===== config.mk =====
export PLATFORM = sky130hd
export DESIGN_NAME = mac_header_parse_classify
export DESIGN_NICKNAME = d
export VERILOG_FILES = /design/src/sv/mhpc_pkg.sv /design/src/sv/mac_header_parse_classify.sv
export SDC_FILE = /design/constraint.sdc
export NUM_CORES = 1
export LEC_CHECK = 0
export BUFFER_PORTS_ARGS = -buffer_cell sky130_fd_sc_hd__buf_4
export CORE_ASPECT_RATIO = 1.5
export CORE_MARGIN = 5
export CORE_UTILIZATION = 30
export DETAILED_ROUTE_END_ITERATION = 10
export PLACE_DENSITY_LB_ADDON = 0.3
export SLEW_MARGIN = 10
export SYNTH_ARGS = -nofsm -noshare
export SYNTH_HDL_FRONTEND = slang
export SYNTH_SLANG_ARGS = --single-unit
export TNS_END_PERCENT = 50

===== constraint.sdc =====
create_clock -name i_clk -period 14.08 [get_ports i_clk]
set_input_delay 1.408 -clock i_clk [delete_from_list [all_inputs] [get_ports i_clk]]
set_output_delay 1.408 -clock i_clk [all_outputs]
set_load 0.01 [all_outputs]

===== src/sv/mhpc_pkg.sv =====
// ----------------------------------------------------------------------------
// mhpc_pkg
// Types and constants of the 802.15.4 MAC header parser and classifier.
// ----------------------------------------------------------------------------
`timescale 1ns / 1ps

package mhpc_pkg;

    // Input word: one frame byte.
    typedef struct packed {
        logic [7:0] frame_byte;
        logic       last_byte;
    } t_in_word;

    // Output word: one header record.
    typedef struct packed {
        logic [2:0]  frame_kind;
        logic [7:0]  sequence_number;
        logic [15:0] dest_pan;
        logic [63:0] dest_address;
        logic [3:0]  dest_address_bytes;
        logic [15:0] source_pan;
        logic [63:0] source_address;
        logic [3:0]  source_address_bytes;
        logic [6:0]  header_bytes;
        logic [1:0]  protocol;
        logic [6:0]  frame_bytes;
    } t_out_word;

    // Frame types
    localparam logic [2:0] FT_BEACON  = 3'd0;
    localparam logic [2:0] FT_DATA    = 3'd1;
    localparam logic [2:0] FT_ACK     = 3'd2;
    localparam logic [2:0] FT_COMMAND = 3'd3;

    // Address modes
    localparam logic [1:0] AM_NONE     = 2'd0;
    localparam logic [1:0] AM_RESERVED = 2'd1;
    localparam logic [1:0] AM_SHORT    = 2'd2;
    localparam logic [1:0] AM_LONG     = 2'd3;

    // Protocol codes
    localparam logic [1:0] PROTO_UNKNOWN = 2'd0;
    localparam logic [1:0] PROTO_ZIGBEE  = 2'd1;
    localparam logic [1:0] PROTO_THREAD  = 2'd2;

    // Frame control bit positions
    localparam int FC_SEC_BIT   = 3;
    localparam int FC_PANC_BIT  = 6;
    localparam int FC_DMODE_LSB = 10;
    localparam int FC_VER_LSB   = 12;
    localparam int FC_SMODE_LSB = 14;

    // First payload byte patterns
    localparam logic [7:0] PF_MASK_E0  = 8'hE0;
    localparam logic [7:0] PF_VAL_60   = 8'h60;
    localparam logic [7:0] PF_MASK_C0  = 8'hC0;
    localparam logic [7:0] PF_VAL_80   = 8'h80;
    localparam logic [7:0] PF_MASK_F8  = 8'hF8;
    localparam logic [7:0] PF_VAL_C0   = 8'hC0;
    localparam logic [7:0] PF_VAL_E0   = 8'hE0;
    localparam logic [7:0] PF_MASK_3C  = 8'h3C;
    localparam logic [7:0] PF_VAL_08   = 8'h08;
    localparam logic [7:0] PF_VAL_0C   = 8'h0C;

    // Header bytes of an acknowledgement
    localparam logic [6:0] ACK_HDR_BYTES = 7'd3;

    // Address length in bytes for an address mode
    function automatic logic [3:0] addr_len(input logic [1:0] mode);
        logic [3:0] len;
        unique case (mode)
            AM_SHORT: len = 4'd2;
            AM_LONG:  len = 4'd8;
            default:  len = 4'd0;
        endcase
        return len;
    endfunction

endpackage


===== src/sv/mac_header_parse_classify.sv =====
// ----------------------------------------------------------------------------
// mac_header_parse_classify
// 802.15.4 MAC header field extraction and Zigbee/Thread classification.
// ----------------------------------------------------------------------------
`timescale 1ns / 1ps

// Takes a MAC frame (no PHY length byte) one byte per input word and sustains
// one word per clock cycle while no final byte waits on the output. Each byte
// goes through an input register, then a single pass of capture logic updates
// the field registers; on the byte flagged last, the header record is built
// from the updated fields and loaded into the output register as that byte
// leaves the input register, once no previous record waits on the output.
// The input side keeps taking non-final bytes while a record waits on the
// output; only a final byte waits for the output register to free. Bytes after
// the MAX_FRAME_BYTES-th are dropped, but a last flag among them still closes
// the frame. Fields that were cut short read zero, with header_bytes zero and
// protocol unknown.
module mac_header_parse_classify #(
    parameter int MAX_FRAME_BYTES = 127
) (
    input  logic                 i_clk,
    input  logic                 i_rst_n,
    input  logic                 i_in_valid,
    output logic                 o_in_ready,
    input  mhpc_pkg::t_in_word   i_in_word,
    output logic                 o_out_valid,
    input  logic                 i_out_ready,
    output mhpc_pkg::t_out_word  o_out_word
);
    import mhpc_pkg::*;

    localparam int PW = $clog2(MAX_FRAME_BYTES + 1);
    localparam int LW = (PW > 7) ? PW + 1 : 8;
    localparam logic [PW-1:0] POS_MAX = PW'(MAX_FRAME_BYTES);

    // Input stage
    logic      r_in_valid;
    t_in_word  r_in;
    logic      advance;

    // Frame state
    logic [PW-1:0] r_pos,       n_pos;
    logic [15:0]   r_cw,        n_cw;
    logic [7:0]    r_seq,       n_seq;
    logic [15:0]   r_dpan,      n_dpan;
    logic [63:0]   r_daddr,     n_daddr;
    logic [15:0]   r_span,      n_span;
    logic [63:0]   r_saddr,     n_saddr;
    logic [7:0]    r_pf,        n_pf;

    // Output stage
    logic      r_out_valid;
    t_out_word r_out;
    t_out_word n_rec;

    // Field layout from the stored control word
    logic [1:0] cap_dmode, cap_smode;
    logic [4:0] b1, b2, b3, b4;
    logic [LW-1:0] p_ext;

    assign advance    = r_in_valid && (!r_in.last_byte || !r_out_valid || i_out_ready);
    assign o_in_ready = !r_in_valid || advance;

    // Input register
    always_ff @(posedge i_clk) begin
        if (!i_rst_n) begin
            r_in_valid <= 1'b0;
        end else if (o_in_ready) begin
            r_in_valid <= i_in_valid;
        end
        if (o_in_ready && i_in_valid) begin
            r_in <= i_in_word;
        end
    end

    // Region boundaries of the address fields
    always_comb begin
        cap_dmode = r_cw[FC_DMODE_LSB +: 2];
        cap_smode = r_cw[FC_SMODE_LSB +: 2];
        b1 = 5'd3 + ((cap_dmode != AM_NONE) ? 5'd2 : 5'd0);
        b2 = b1 + {1'b0, addr_len(cap_dmode)};
        b3 = b2 + (((cap_smode != AM_NONE) && !r_cw[FC_PANC_BIT]) ? 5'd2 : 5'd0);
        b4 = b3 + {1'b0, addr_len(cap_smode)};
        p_ext = LW'(r_pos);
    end

    // Byte capture by position
    always_comb begin
        logic [2:0] idx;
        logic [0:0] pidx;
        n_pos   = r_pos;
        n_cw    = r_cw;
        n_seq   = r_seq;
        n_dpan  = r_dpan;
        n_daddr = r_daddr;
        n_span  = r_span;
        n_saddr = r_saddr;
        n_pf    = r_pf;
        idx     = '0;
        pidx    = '0;
        if (r_pos < POS_MAX) begin
            n_pos = r_pos + PW'(1);
            if (r_pos == PW'(0)) begin
                n_cw[7:0] = r_in.frame_byte;
            end else if (r_pos == PW'(1)) begin
                n_cw[15:8] = r_in.frame_byte;
            end else if (r_pos == PW'(2)) begin
                n_seq = r_in.frame_byte;
            end else if (r_cw[2:0] != FT_ACK) begin
                if (p_ext < LW'(b1)) begin
                    pidx = ~r_pos[0];
                    n_dpan[pidx*8 +: 8] = r_in.frame_byte;
                end else if (p_ext < LW'(b2)) begin
                    idx = r_pos[2:0] - b1[2:0];
                    n_daddr[idx*8 +: 8] = r_in.frame_byte;
                end else if (p_ext < LW'(b3)) begin
                    pidx = r_pos[0] ^ b2[0];
                    n_span[pidx*8 +: 8] = r_in.frame_byte;
                end else if (p_ext < LW'(b4)) begin
                    idx = r_pos[2:0] - b3[2:0];
                    n_saddr[idx*8 +: 8] = r_in.frame_byte;
                end else if (p_ext == LW'(b4)) begin
                    n_pf = r_in.frame_byte;
                end
            end
        end
    end

    // Header record from the updated state
    always_comb begin
        logic [LW-1:0] len;
        logic [LW-1:0] pos;
        logic [LW-1:0] n;
        logic [1:0]    dmode, smode, ver;
        logic          sec, ok;
        n_rec = '0;
        len   = LW'(n_pos);
        dmode = n_cw[FC_DMODE_LSB +: 2];
        smode = n_cw[FC_SMODE_LSB +: 2];
        ver   = n_cw[FC_VER_LSB +: 2];
        sec   = n_cw[FC_SEC_BIT];
        pos   = LW'(3);
        n     = '0;
        ok    = 1'b0;
        n_rec.frame_bytes = len[6:0];
        if (len >= LW'(2)) begin
            n_rec.frame_kind = n_cw[2:0];
            if (n_cw[2:0] == FT_ACK) begin
                if (len >= LW'(3)) begin
                    n_rec.sequence_number = n_seq;
                    n_rec.header_bytes    = ACK_HDR_BYTES;
                    n_rec.protocol        = ver[1] ? PROTO_THREAD : PROTO_ZIGBEE;
                end
            end else if (len >= LW'(3)) begin
                n_rec.sequence_number = n_seq;
                ok = 1'b1;
            end
        end
        // Destination fields
        if (ok && (dmode != AM_NONE)) begin
            if (pos + LW'(2) > len) begin
                ok = 1'b0;
            end else begin
                n_rec.dest_pan = n_dpan;
                pos = pos + LW'(2);
                n = LW'(addr_len(dmode));
                if (n != '0) begin
                    if (pos + n > len) begin
                        ok = 1'b0;
                    end else begin
                        n_rec.dest_address       = n_daddr;
                        n_rec.dest_address_bytes = addr_len(dmode);
                        pos = pos + n;
                    end
                end
            end
        end
        // Source fields
        if (ok && (smode != AM_NONE)) begin
            if (n_cw[FC_PANC_BIT]) begin
                n_rec.source_pan = n_rec.dest_pan;
            end else if (pos + LW'(2) > len) begin
                ok = 1'b0;
            end else begin
                n_rec.source_pan = n_span;
                pos = pos + LW'(2);
            end
            n = LW'(addr_len(smode));
            if (ok && (n != '0)) begin
                if (pos + n > len) begin
                    ok = 1'b0;
                end else begin
                    n_rec.source_address       = n_saddr;
                    n_rec.source_address_bytes = addr_len(smode);
                    pos = pos + n;
                end
            end
        end
        // Classification on the first payload byte
        if (ok) begin
            n_rec.header_bytes = pos[6:0];
            if (pos < len) begin
                case (n_cw[2:0])
                    FT_BEACON: begin
                        if (pos + LW'(4) < len) n_rec.protocol = PROTO_ZIGBEE;
                    end
                    FT_DATA: begin
                        if (sec && ver[1]) begin
                            n_rec.protocol = PROTO_THREAD;
                        end else if ((n_pf & PF_MASK_E0) == PF_VAL_60) begin
                            n_rec.protocol = PROTO_THREAD;
                        end else if ((n_pf & PF_MASK_C0) == PF_VAL_80) begin
                            n_rec.protocol = PROTO_THREAD;
                        end else if (((n_pf & PF_MASK_F8) == PF_VAL_C0) ||
                                     ((n_pf & PF_MASK_F8) == PF_VAL_E0)) begin
                            n_rec.protocol = PROTO_THREAD;
                        end else if (((n_pf & PF_MASK_3C) == PF_VAL_08) ||
                                     ((n_pf & PF_MASK_3C) == PF_VAL_0C)) begin
                            n_rec.protocol = PROTO_ZIGBEE;
                        end else if (sec) begin
                            n_rec.protocol = PROTO_ZIGBEE;
                        end
                    end
                    FT_COMMAND: begin
                        n_rec.protocol = ver[1] ? PROTO_THREAD : PROTO_ZIGBEE;
                    end
                    default: begin
                        n_rec.protocol = PROTO_UNKNOWN;
                    end
                endcase
            end
        end
    end

    // Frame state registers, cleared at the end of each frame
    always_ff @(posedge i_clk) begin
        if (!i_rst_n) begin
            r_pos   <= '0;
            r_cw    <= '0;
            r_seq   <= '0;
            r_dpan  <= '0;
            r_daddr <= '0;
            r_span  <= '0;
            r_saddr <= '0;
            r_pf    <= '0;
        end else if (advance) begin
            if (r_in.last_byte) begin
                r_pos   <= '0;
                r_cw    <= '0;
                r_seq   <= '0;
                r_dpan  <= '0;
                r_daddr <= '0;
                r_span  <= '0;
                r_saddr <= '0;
                r_pf    <= '0;
            end else begin
                r_pos   <= n_pos;
                r_cw    <= n_cw;
                r_seq   <= n_seq;
                r_dpan  <= n_dpan;
                r_daddr <= n_daddr;
                r_span  <= n_span;
                r_saddr <= n_saddr;
                r_pf    <= n_pf;
            end
        end
    end

    // Output register
    always_ff @(posedge i_clk) begin
        if (!i_rst_n) begin
            r_out_valid <= 1'b0;
        end else if (advance && r_in.last_byte) begin
            r_out_valid <= 1'b1;
        end else if (i_out_ready) begin
            r_out_valid <= 1'b0;
        end
        if (advance && r_in.last_byte) begin
            r_out <= n_rec;
        end
    end

    assign o_out_valid = r_out_valid;
    assign o_out_word  = r_out;

endmodule


==> results of run 1 <==
## cell families (layout without fill, tap and decap cells)
logic type	Yosys count	in the layout	synth area share [%]
other	1	10	0.0197
AO/OA/AOI/OAI	425	425	15.8
buffers and inverters	174	332	3.95
XOR/XNOR	13	13	0.599
flip-flops	391	391	51.7
adder cells (fa/ha/maj)	59	59	3.96
AND/OR/NAND/NOR	711	711	19.8
multiplexers	80	80	4.24
## where the power goes
part / internal (mW) / switching (mW) / total, mW / leakage (nW)
clock network: 0.660 / 0.473 / 1.13 / 0.665
logic: 0.0415 / 0.0994 / 0.141 / 3.55
registers: 1.20 / 0.00577 / 1.21 / 3.51
## worst max-delay path, delay by kind of cell (launching register included)
kind	cells	cell delay (ns)
AO/OA/AOI/OAI	17	3.22
flip-flops	1	0.30
AND/OR/NAND/NOR	9	1.66
adder cells (fa/ha/maj)	8	2.35
buffers and inverters	5	1.56
XOR/XNOR	4	0.68
## cell type report
type / count / share of cell area (%)
Clock buffer: 47 / 4.74
Clock inverter: 26 / 1.40
Tap cell: 805 / 4.47
Timing Repair Buffer: 229 / 7.62
Sequential cell: 391 / 43.5
Inverter: 30 / 0.499
Multi-Input combinational cell: 1298 / 37.7
## registers in the layout, indices dropped and copies added (netlist names), 5 cells and up
name        cells
r_cw           10
r_in            9
r_pos           7
r_daddr        64
r_seq           8
o_out_word    190
r_span         16
r_saddr        64
r_pf            5
r_dpan         16
## through the flow
stage               hold WS, ns  total power, mW
global placement          0.489             1.37
floorplan                 0.476             1.32
global route              0.526             2.57
detailed placement        0.493             1.38
CTS                       0.511             2.51
finish                    0.511             2.48
## cells in the final DEF (no fill, tap or decap), types with 14 or more instances in the layout
cell / netlist / routed
a21o_1: 21 / 21
a21oi_1: 124 / 124
a22oi_1: 85 / 85
a32oi_1: 101 / 101
and2_1: 31 / 31
buf_4: 6 / 229
clkbuf_16: 0 / 41
dfxtp_1: 192 / 192
edfxtp_1: 199 / 199
ha_1: 57 / 57
inv_1: 30 / 30
mux2i_1: 76 / 76
nand2_1: 129 / 128
nand3_1: 47 / 47
nand4_1: 20 / 20
nor2_1: 193 / 190
nor2b_1: 207 / 206
o21ai_0: 14 / 14
o21ai_1: 14 / 14
o22ai_1: 20 / 20
## worst min-delay path by stage
| stage | start | endpoint | slack (ns) | cells past startpoint |
|---|---|---|---|---|
| final | r_daddr[28]$_SDFFE_PN0P_ | r_daddr[28]$_SDFFE_PN0P_ | 0.51 | 2 |
| after global routing | r_saddr[31]$_SDFFE_PN0P_ | r_saddr[31]$_SDFFE_PN0P_ | 0.53 | 2 |
| after CTS | r_daddr[28]$_SDFFE_PN0P_ | r_daddr[28]$_SDFFE_PN0P_ | 0.51 | 2 |
| after detailed placement | r_daddr[30]$_SDFFE_PN0P_ | r_daddr[30]$_SDFFE_PN0P_ | 0.49 | 2 |
| after global placement | r_daddr[53]$_SDFFE_PN0P_ | r_daddr[53]$_SDFFE_PN0P_ | 0.49 | 2 |
| after floorplan | r_daddr[10]$_SDFFE_PN0P_ | r_daddr[10]$_SDFFE_PN0P_ | 0.48 | 2 |
## metal layers
metal	part of all wire [%]	vias to the layer above	wire [µm]	GRT usage (%)
met5	0.011	-	7	0
met2	50	437	30900	30.2
li1	-	7014	-	-
met3	4.5	117	2750	2.62
met4	3.7	2	2240	6.20
met1	41	7297	25400	20.9
==> flow_metrics.py, run 1 <==
metrics = {
    "outcome": {
        "status": "finished, final reports clean",
    },
    "placement": {
        "numPortBuffers": 204,
        "pre_cts_ws_ns": 3.97,
        "place_inst": 2753,
        "placed_area_um2": 21200,
        "hpwl_mm": 40.7,
        "globalplace.congestion": 0.844,
    },
    "synthesis": {
        "synth-seq-cells": 391,
        "postSynth.asyncResetShare_pct": 0,
        "synth_most_common_cell": "nor2b_1",
        "yosys-top-cells-count": "nor2b_1 (207), edfxtp_1 (199), nor2_1 (193)",
        "synth_area_leaders": "edfxtp_1 (31%), dfxtp_1 (20%), nor2b_1 (6.8%)",
        "synth_top_area_share_pct": 31.4,
        "syn_area_um2": 19000,
        "avgSynthCellArea_um2": 10.2,
        "synth_edf_count": 199,
        "yosysSeqAreaShare_pct": 51.7,
        "synth_cells": 1854,
        "synthDistinctLibCells": 80,
        "synthFlopType": "edfxtp_1",
        "ys_warn_count": 0,
        "synth_area_leader_cell": "edfxtp_1",
    },
    "grt": {
        "overflow": 0,
        "antenna_found_initial": 1,
        "grt.total_usage_pct": 17.0,
        "grt_pass1_vias": 15000,
        "grt_max_degree": 98,
        "grt_pass1_wl_mm": 92.3,
    },
    "finish": {
        "seq_area_um2": 9820,
        "multi_input_area_um2": 8510,
        "utilization_pct": 35.8,
        "final_area_um2": 22600,
        "nNetsFinal": 2062,
        "n_antenna_cell": 0,
        "fillers": 6291,
        "syn_to_final_growth_pct": 18.7,
        "instances_no_fill": 2826,
        "drive_gt1_share_pct": 17.5,
    },
    "cts": {
        "cts_resized": 0,
        "clk_latency_ns": 0.56,
        "post_cts_buffers": 0,
        "clkTransAtPathRegs_ns": 0.06,
        "clock-root-buffer": "clkbuf_16",
        "clock_sinks": 391,
        "cts_buffer_depth": 3,
        "cts_hold_buf": 0,
        "cts_made_buffers": 40,
        "ctsHtreeMaxLevel": 2,
        "tritoncts": "yes",
    },
    "sta": {
        "setup-violations-final": 0,
        "skew_ns": 0.0367,
        "period_share_pct": 71.3,
        "fmax_mhz": 99.6,
        "slew_violations": 0,
        "tns_ns": 0,
        "slew_headroom_pct": 18.9,
        "rsz0062_at_grt": "no",
        "setup_slack_ns": 4.04,
        "hold_viol_final": 0,
        "worstMarginPinSlew_ns": 1.22,
        "period_minus_slack_ns": 10.04,
    },
    "worst_setup_path": {
        "crit_type": "reg -> reg",
        "reg2reg_from": "r_pos[0]$_SDFFE_PN0P_",
        "crit_path_end": "o_out_word[7]$_DFFE_PP_",
        "crit_top_cell": "ha_1",
        "worst_path_max_delay_cell": "buf_4",
        "cp-start-kind": "flop",
        "r2r_end": "o_out_word[7]$_DFFE_PP_",
        "end_kind": "flop",
        "r2r_slack_ns": 4.04,
        "ff2ff_path_depth": 43,
        "crit_fanout": 72,
        "cp.required_ns": 14.37,
        "arrival_ns": 10.33,
        "worstSetupStartpoint": "r_pos[0]$_SDFFE_PN0P_",
        "slowest_delay_ns": 0.60,
    },
    "route": {
        "dr.pass1.iters": 5,
        "drcViolationCount": 0,
        "final_antenna_net_count": 0,
        "vias": 14900,
        "wire_per_inst_um": 21.7,
        "wirelength_mm": 61.2,
        "initialDrtViolationCount": 1189,
        "via_per_inst": 5.26,
    },
    "floorplan": {
        "die_h_um": 318,
        "die-area_um2": 68600,
        "initial_core_util_pct": 30.1,
        "rows": 113,
        "io_pins": 210,
        "fp.coreArea_um2": 63100,
        "die_w_um": 215,
    },
    "power": {
        "peakVddDrop_v": 0.0000912,
        "p_leak_nw": 7.73,
        "power_density_nw_per_um2": 110,
    },
    "job": {
        "maxCapViolations": 0,
    },
    "min_path": {
        "hold_class": "reg -> reg",
    },
}
Note: power is estimated with default switching activity, not from simulation.
==> run 2, diff against run 1 <==
- clock period: 14.08 -> 8.7 ns (I/O delays scaled with it)
==> run 2 against run 1 <==
Net effect:
- clock skew decreased by 0.010 ns
- sequential share of layout area decreased by 0.42 points
- global-route usage about the same
- largest cell class unchanged
- critical path type unchanged
- die area unchanged
- fmax increased by 22%
- critical path depth decreased by 2
- register-to-register slack got worse by 3.6 ns
- utilization increased by 0.35 points
- design area increased by 0.98%
==> flow_metrics.py, run 2 (same netlist as run 1, synthesis figures left out) <==
metrics = {
    "job": {
        "maxCapViolations": 0,
    },
    "route": {
        "dr.pass1.iters": 5,
        "via_per_inst": 5.28,
        "vias": 15100,
        "drcViolationCount": 0,
        "wire_per_inst_um": 21.5,
        "final_antenna_net_count": 0,
        "wirelength_mm": 61.4,
        "initialDrtViolationCount": 987,
    },
    "grt": {
        "antenna_found_initial": 1,
        "grt.total_usage_pct": 17.0,
        "grt_pass1_vias": 14900,
        "overflow": 0,
        "grt_max_degree": 136,
        "grt_pass1_wl_mm": 92.0,
    },
    "min_path": {
        "hold_class": "in -> reg",
    },
    "sta": {
        "setup-violations-final": 0,
        "fmax_mhz": 122,
        "slew_headroom_pct": 15.6,
        "hold_viol_final": 0,
        "period_minus_slack_ns": 8.22,
        "skew_ns": 0.0263,
        "setup_slack_ns": 0.480,
        "period_share_pct": 94.5,
        "worstMarginPinSlew_ns": 1.27,
        "slew_violations": 0,
    },
    "worst_setup_path": {
        "critPathBufInv": 3,
        "arrival_ns": 8.53,
        "crit_fanout": 8,
        "worst_path_max_delay_cell": "or3_4",
        "crit_type": "reg -> reg",
        "slowest_delay_ns": 0.41,
        "end_kind": "flop",
        "cp_top_family": "compound AO/OA/AOI/OAI gates",
        "crit_top_cell": "ha_1",
        "cp.required_ns": 9.01,
        "cp-start-kind": "flop",
    },
    "power": {
        "power_density_nw_per_um2": 174,
        "peakVddDrop_v": 0.000116,
        "power_mw": 3.96,
        "p_leak_nw": 7.84,
    },
    "cts": {
        "clock_sinks": 391,
        "clk_latency_ns": 0.57,
        "tritoncts": "yes",
        "cts_hold_buf": 0,
        "clock-root-buffer": "clkbuf_16",
        "cts_made_buffers": 41,
        "cts_buffer_depth": 3,
        "clkTransAtPathRegs_ns": 0.06,
        "ctsHtreeMaxLevel": 2,
    },
    "placement": {
        "hpwl_mm": 41.2,
        "globalplace.congestion": 0.836,
        "placed_area_um2": 21300,
        "pre_cts_ws_ns": 0.0754,
        "numPortBuffers": 204,
    },
    "floorplan": {
        "die_h_um": 318,
        "fp.coreArea_um2": 63100,
        "die-area_um2": 68600,
        "die_w_um": 215,
        "rows": 113,
        "io_pins": 210,
        "initial_core_util_pct": 30.1,
    },
    "outcome": {
        "status": "finished, final reports clean",
    },
    "finish": {
        "largest_reg_flops": 190,
        "nNetsFinal": 2087,
        "syn_to_final_growth_pct": 19.9,
        "layout_commonest_cell": "buf_4",
        "final_cell_mix": "buf_4 (253), nor2b_1 (206), edfxtp_1 (199)",
        "n_antenna_cell": 0,
        "final_area_um2": 22800,
        "drive_gt1_share_pct": 19.1,
    },
}
run 2: cell types whose count changed in the layout (fill, tap and decap cells not counted), moves of 3 or more:
cell,delta
bufinv_16,-4
ha_2,+3
clkinvlp_4,-3
buf_4,+24
ha_1,-4
clkinv_1,+3
run 2: routing by layer:
metal / vias up / GRT usage, % / routed length (µm)
met5: - / 0 / 13
li1: 7069 / - / -
met1: 7423 / 21.0 / 25300
met4: 2 / 6.09 / 2410
met3: 93 / 2.67 / 3080
met2: 479 / 30.0 / 30600
run 2: final cells by class:
cell class	count	area, µm²
fill	6286	40300
sequential	391	9820
multi-input combinational	1298	8600
timing repair buffer	253	1900
clock buffer	48	1100
tap	805	1010
clock inverter	28	235
inverter	30	113
run 2: path summary, 6_finish.rpt:
| kind | end | from | cells after the start | slack (ns) |
|---|---|---|---|---|
| min reg2reg | r_daddr[44]$_SDFFE_PN0P_ | r_daddr[44]$_SDFFE_PN0P_ | 2 | 0.51 |
| max | o_out_word[7]$_DFFE_PP_ | r_pos[0]$_SDFFE_PN0P_ | 41 | 0.48 |
| min | r_in[0]$_DFFE_PP_ | i_in_word[0] | 1 | 0.48 |
| max reg2reg | o_out_word[7]$_DFFE_PP_ | r_pos[0]$_SDFFE_PN0P_ | 41 | 0.48 |
run 2: power breakdown:
group / switching (mW) / internal, mW
clock: 0.783 / 0.982
combinational: 0.162 / 0.0707
sequential: 0.00994 / 1.95
run 2: metrics by stage:
step                      instances  util (%)  hold slack [ns]  setup TNS (ns)
final                          2853      36.1            0.479               0
after global routing           2853      36.1            0.454         -0.0262
after global placement         2772      33.8            0.489               0
after detailed placement       2772      33.8            0.494               0
after CTS                      2848      35.9            0.450               0
after floorplan                1863         -            0.476               0
run 2: repair_timing:
| action | 4_1_cts | 5_1_grt |
|---|---|---|
| endpoints found under the setup margin | 0 | 2 |
| gates resized for setup | 0 | 18 |
| buffers inserted | 0 | 5 |
==> run 3, diff against run 2 <==
- CORE_MARGIN: 5 -> not set
- clock period: 8.7 -> 7.32 ns (I/O delays scaled with it)
==> run 3 against run 2 <==
Net effect:
- the run now ends with negative setup slack left
- register-to-register slack lost 0.81 ns
- final cell count increased by 2.7%
- fmax grew 7.4%
- via count grew 2.2%
- non-clock buffer count rose by 82
- routed wire length increased by 0.50%
- clock skew is essentially flat
- count of clock-buffer cells in the layout rose by 12
- sequential cell count stayed put
- setup slack got worse by 0.81 ns
- critical path depth is 7 higher
- largest cell class unchanged
==> flow_metrics.py, run 3 (same netlist as run 1, synthesis figures left out) <==
metrics = {
    "job": {
        "maxCapViolations": 0,
    },
    "finish": {
        "largest_reg_flops": 190,
        "fillers": 6121,
        "final_cell_mix": "buf_4 (332), nor2b_1 (206), edfxtp_1 (199)",
        "n_antenna_cell": 0,
        "drive_gt1_share_pct": 22.7,
        "seq_area_um2": 9820,
        "layout_commonest_cell": "buf_4",
        "multi_input_area_um2": 8640,
        "final_area_um2": 23500,
        "syn_to_final_growth_pct": 23.5,
        "nNetsFinal": 2170,
    },
    "sta": {
        "setup_slack_ns": -0.334,
        "slew_violations": 0,
        "period_share_pct": 105,
        "worstMarginPinSlew_ns": 1.04,
        "setup-violations-final": 2,
        "hold_viol_final": 0,
        "skew_ns": 0.0260,
        "rsz0062_at_grt": "yes",
        "period_minus_slack_ns": 7.65,
        "slew_headroom_pct": 30.9,
        "fmax_mhz": 131,
    },
    "grt": {
        "grt_max_degree": 98,
        "grt_pass1_vias": 15300,
        "grt.total_usage_pct": 18.7,
        "overflow": 0,
        "antenna_found_initial": 0,
        "grt_pass1_wl_mm": 92.8,
    },
    "power": {
        "p_leak_nw": 8.28,
        "power_density_nw_per_um2": 202,
        "peakVddDrop_v": 0.000149,
        "power_mw": 4.75,
    },
    "worst_setup_path": {
        "end_kind": "flop",
        "worst_path_max_delay_cell": "or3_1",
        "crit_type": "reg -> reg",
        "crit_fanout": 5,
        "cp.required_ns": 7.64,
        "cp-start-kind": "flop",
        "crit_top_cell": "buf_4",
        "arrival_ns": 7.97,
        "slowest_delay_ns": 0.34,
    },
    "route": {
        "dr_wl_met2_mm": 31.6,
        "final_antenna_net_count": 0,
        "via_per_inst": 5.26,
        "vias": 15400,
        "drcViolationCount": 0,
        "dr.pass1.iters": 5,
        "highest_layer": "met4",
        "wire_per_inst_um": 21.0,
        "met1_length_mm": 25.5,
        "initialDrtViolationCount": 983,
        "wl_met3_mm": 2.65,
        "wirelength_mm": 61.7,
    },
    "floorplan": {
        "rows": 112,
        "initial_core_util_pct": 30.5,
        "die_h_um": 310,
        "die-area_um2": 64400,
        "fp.coreArea_um2": 62400,
        "io_pins": 210,
        "die_w_um": 207,
    },
    "min_path": {
        "hold_class": "in -> reg",
    },
    "outcome": {
        "violations": "negative setup slack",
        "status": "finished with violations",
    },
    "cts": {
        "cts_hold_buf": 0,
        "clock_sinks": 391,
        "cts_made_buffers": 42,
        "clkTransAtPathRegs_ns": 0.06,
        "clock-root-buffer": "clkbuf_16",
        "ctsHtreeMaxLevel": 2,
        "cts_buffer_depth": 3,
        "tritoncts": "yes",
        "clk_latency_ns": 0.58,
    },
    "placement": {
        "hpwl_mm": 41.4,
        "placed_area_um2": 21800,
        "numPortBuffers": 204,
        "globalplace.congestion": 0.883,
    },
}
-- run 3: power breakdown --
part	total (mW)	internal [mW]	leakage, nW	switching, mW
sequential	2.33	2.32	3.51	0.0132
clock	2.13	1.21	0.682	0.920
combinational	0.287	0.0918	4.08	0.195
-- run 3: final cells by class --
| type | count | share of cell area [%] |
|---|---|---|
| Tap cell | 798 | 4.25 |
| Multi-Input combinational cell | 1298 | 36.8 |
| Sequential cell | 391 | 41.9 |
| Timing Repair Buffer | 335 | 10.8 |
| Inverter | 30 | 0.491 |
| Clock buffer | 60 | 5.21 |
| Clock inverter | 18 | 0.602 |
-- run 3: per-layer routing --
metal  up-vias  global-route usage (%)
met5         -                       0
met4         0                    7.08
met2       469                    34.2
met1      7618                    22.2
li1       7209                       -
met3       106                    2.50
-- run 3: repair_timing --
item | 4_1_cts | 5_1_grt
setup endpoints to repair | 3 | 3
buffers inserted | 22 | 4
pin swaps | 29 | 15
endpoints found under the hold margin | 0 | 0
gates resized for setup | 32 | 6
-- run 3: metrics by stage --
| step | TNS [ns] | instances | utilization (%) | hold WS [ns] | setup WS [ns] |
|---|---|---|---|---|---|
| final | -0.446 | 2930 | 37.6 | 0.333 | -0.334 |
| after detailed placement | -1.72 | 2826 | 34.9 | 0.494 | -0.844 |
| after global placement | -1.44 | 2826 | 34.9 | 0.489 | -0.752 |
| after floorplan | -2.42 | 1863 | - | 0.476 | -1.38 |
| after CTS | -0.401 | 2926 | 37.5 | 0.302 | -0.294 |
| after global routing | -1.24 | 2930 | 37.6 | 0.306 | -0.679 |
-- run 3: path summary, 6_finish.rpt --
| kind | startpoint | endpoint | slack [ns] | cells after the start |
|---|---|---|---|---|
| hold reg to reg | r_daddr[15]$_SDFFE_PN0P_ | r_daddr[15]$_SDFFE_PN0P_ | 0.51 | 2 |
| setup reg to reg | r_pos[1]$_SDFFE_PN0P_ | o_out_word[7]$_DFFE_PP_ | -0.33 | 48 |
| setup / recovery | r_pos[1]$_SDFFE_PN0P_ | o_out_word[7]$_DFFE_PP_ | -0.33 | 48 |
| hold / removal | i_in_word[2] | r_in[2]$_DFFE_PP_ | 0.33 | 1 |
-- run 3: worst max-delay path: cells and delay by family (launching register included) --
| family | cells | cell delay [ns] |
|---|---|---|
| xor gates and xnor gates | 3 | 0.43 |
| AOI/OAI and AO/OA | 10 | 1.34 |
| adders and majority gates | 6 | 1.32 |
| and+or+nand+nor | 8 | 1.54 |
| buffers and inverters | 21 | 2.45 |
| DFF | 1 | 0.33 |
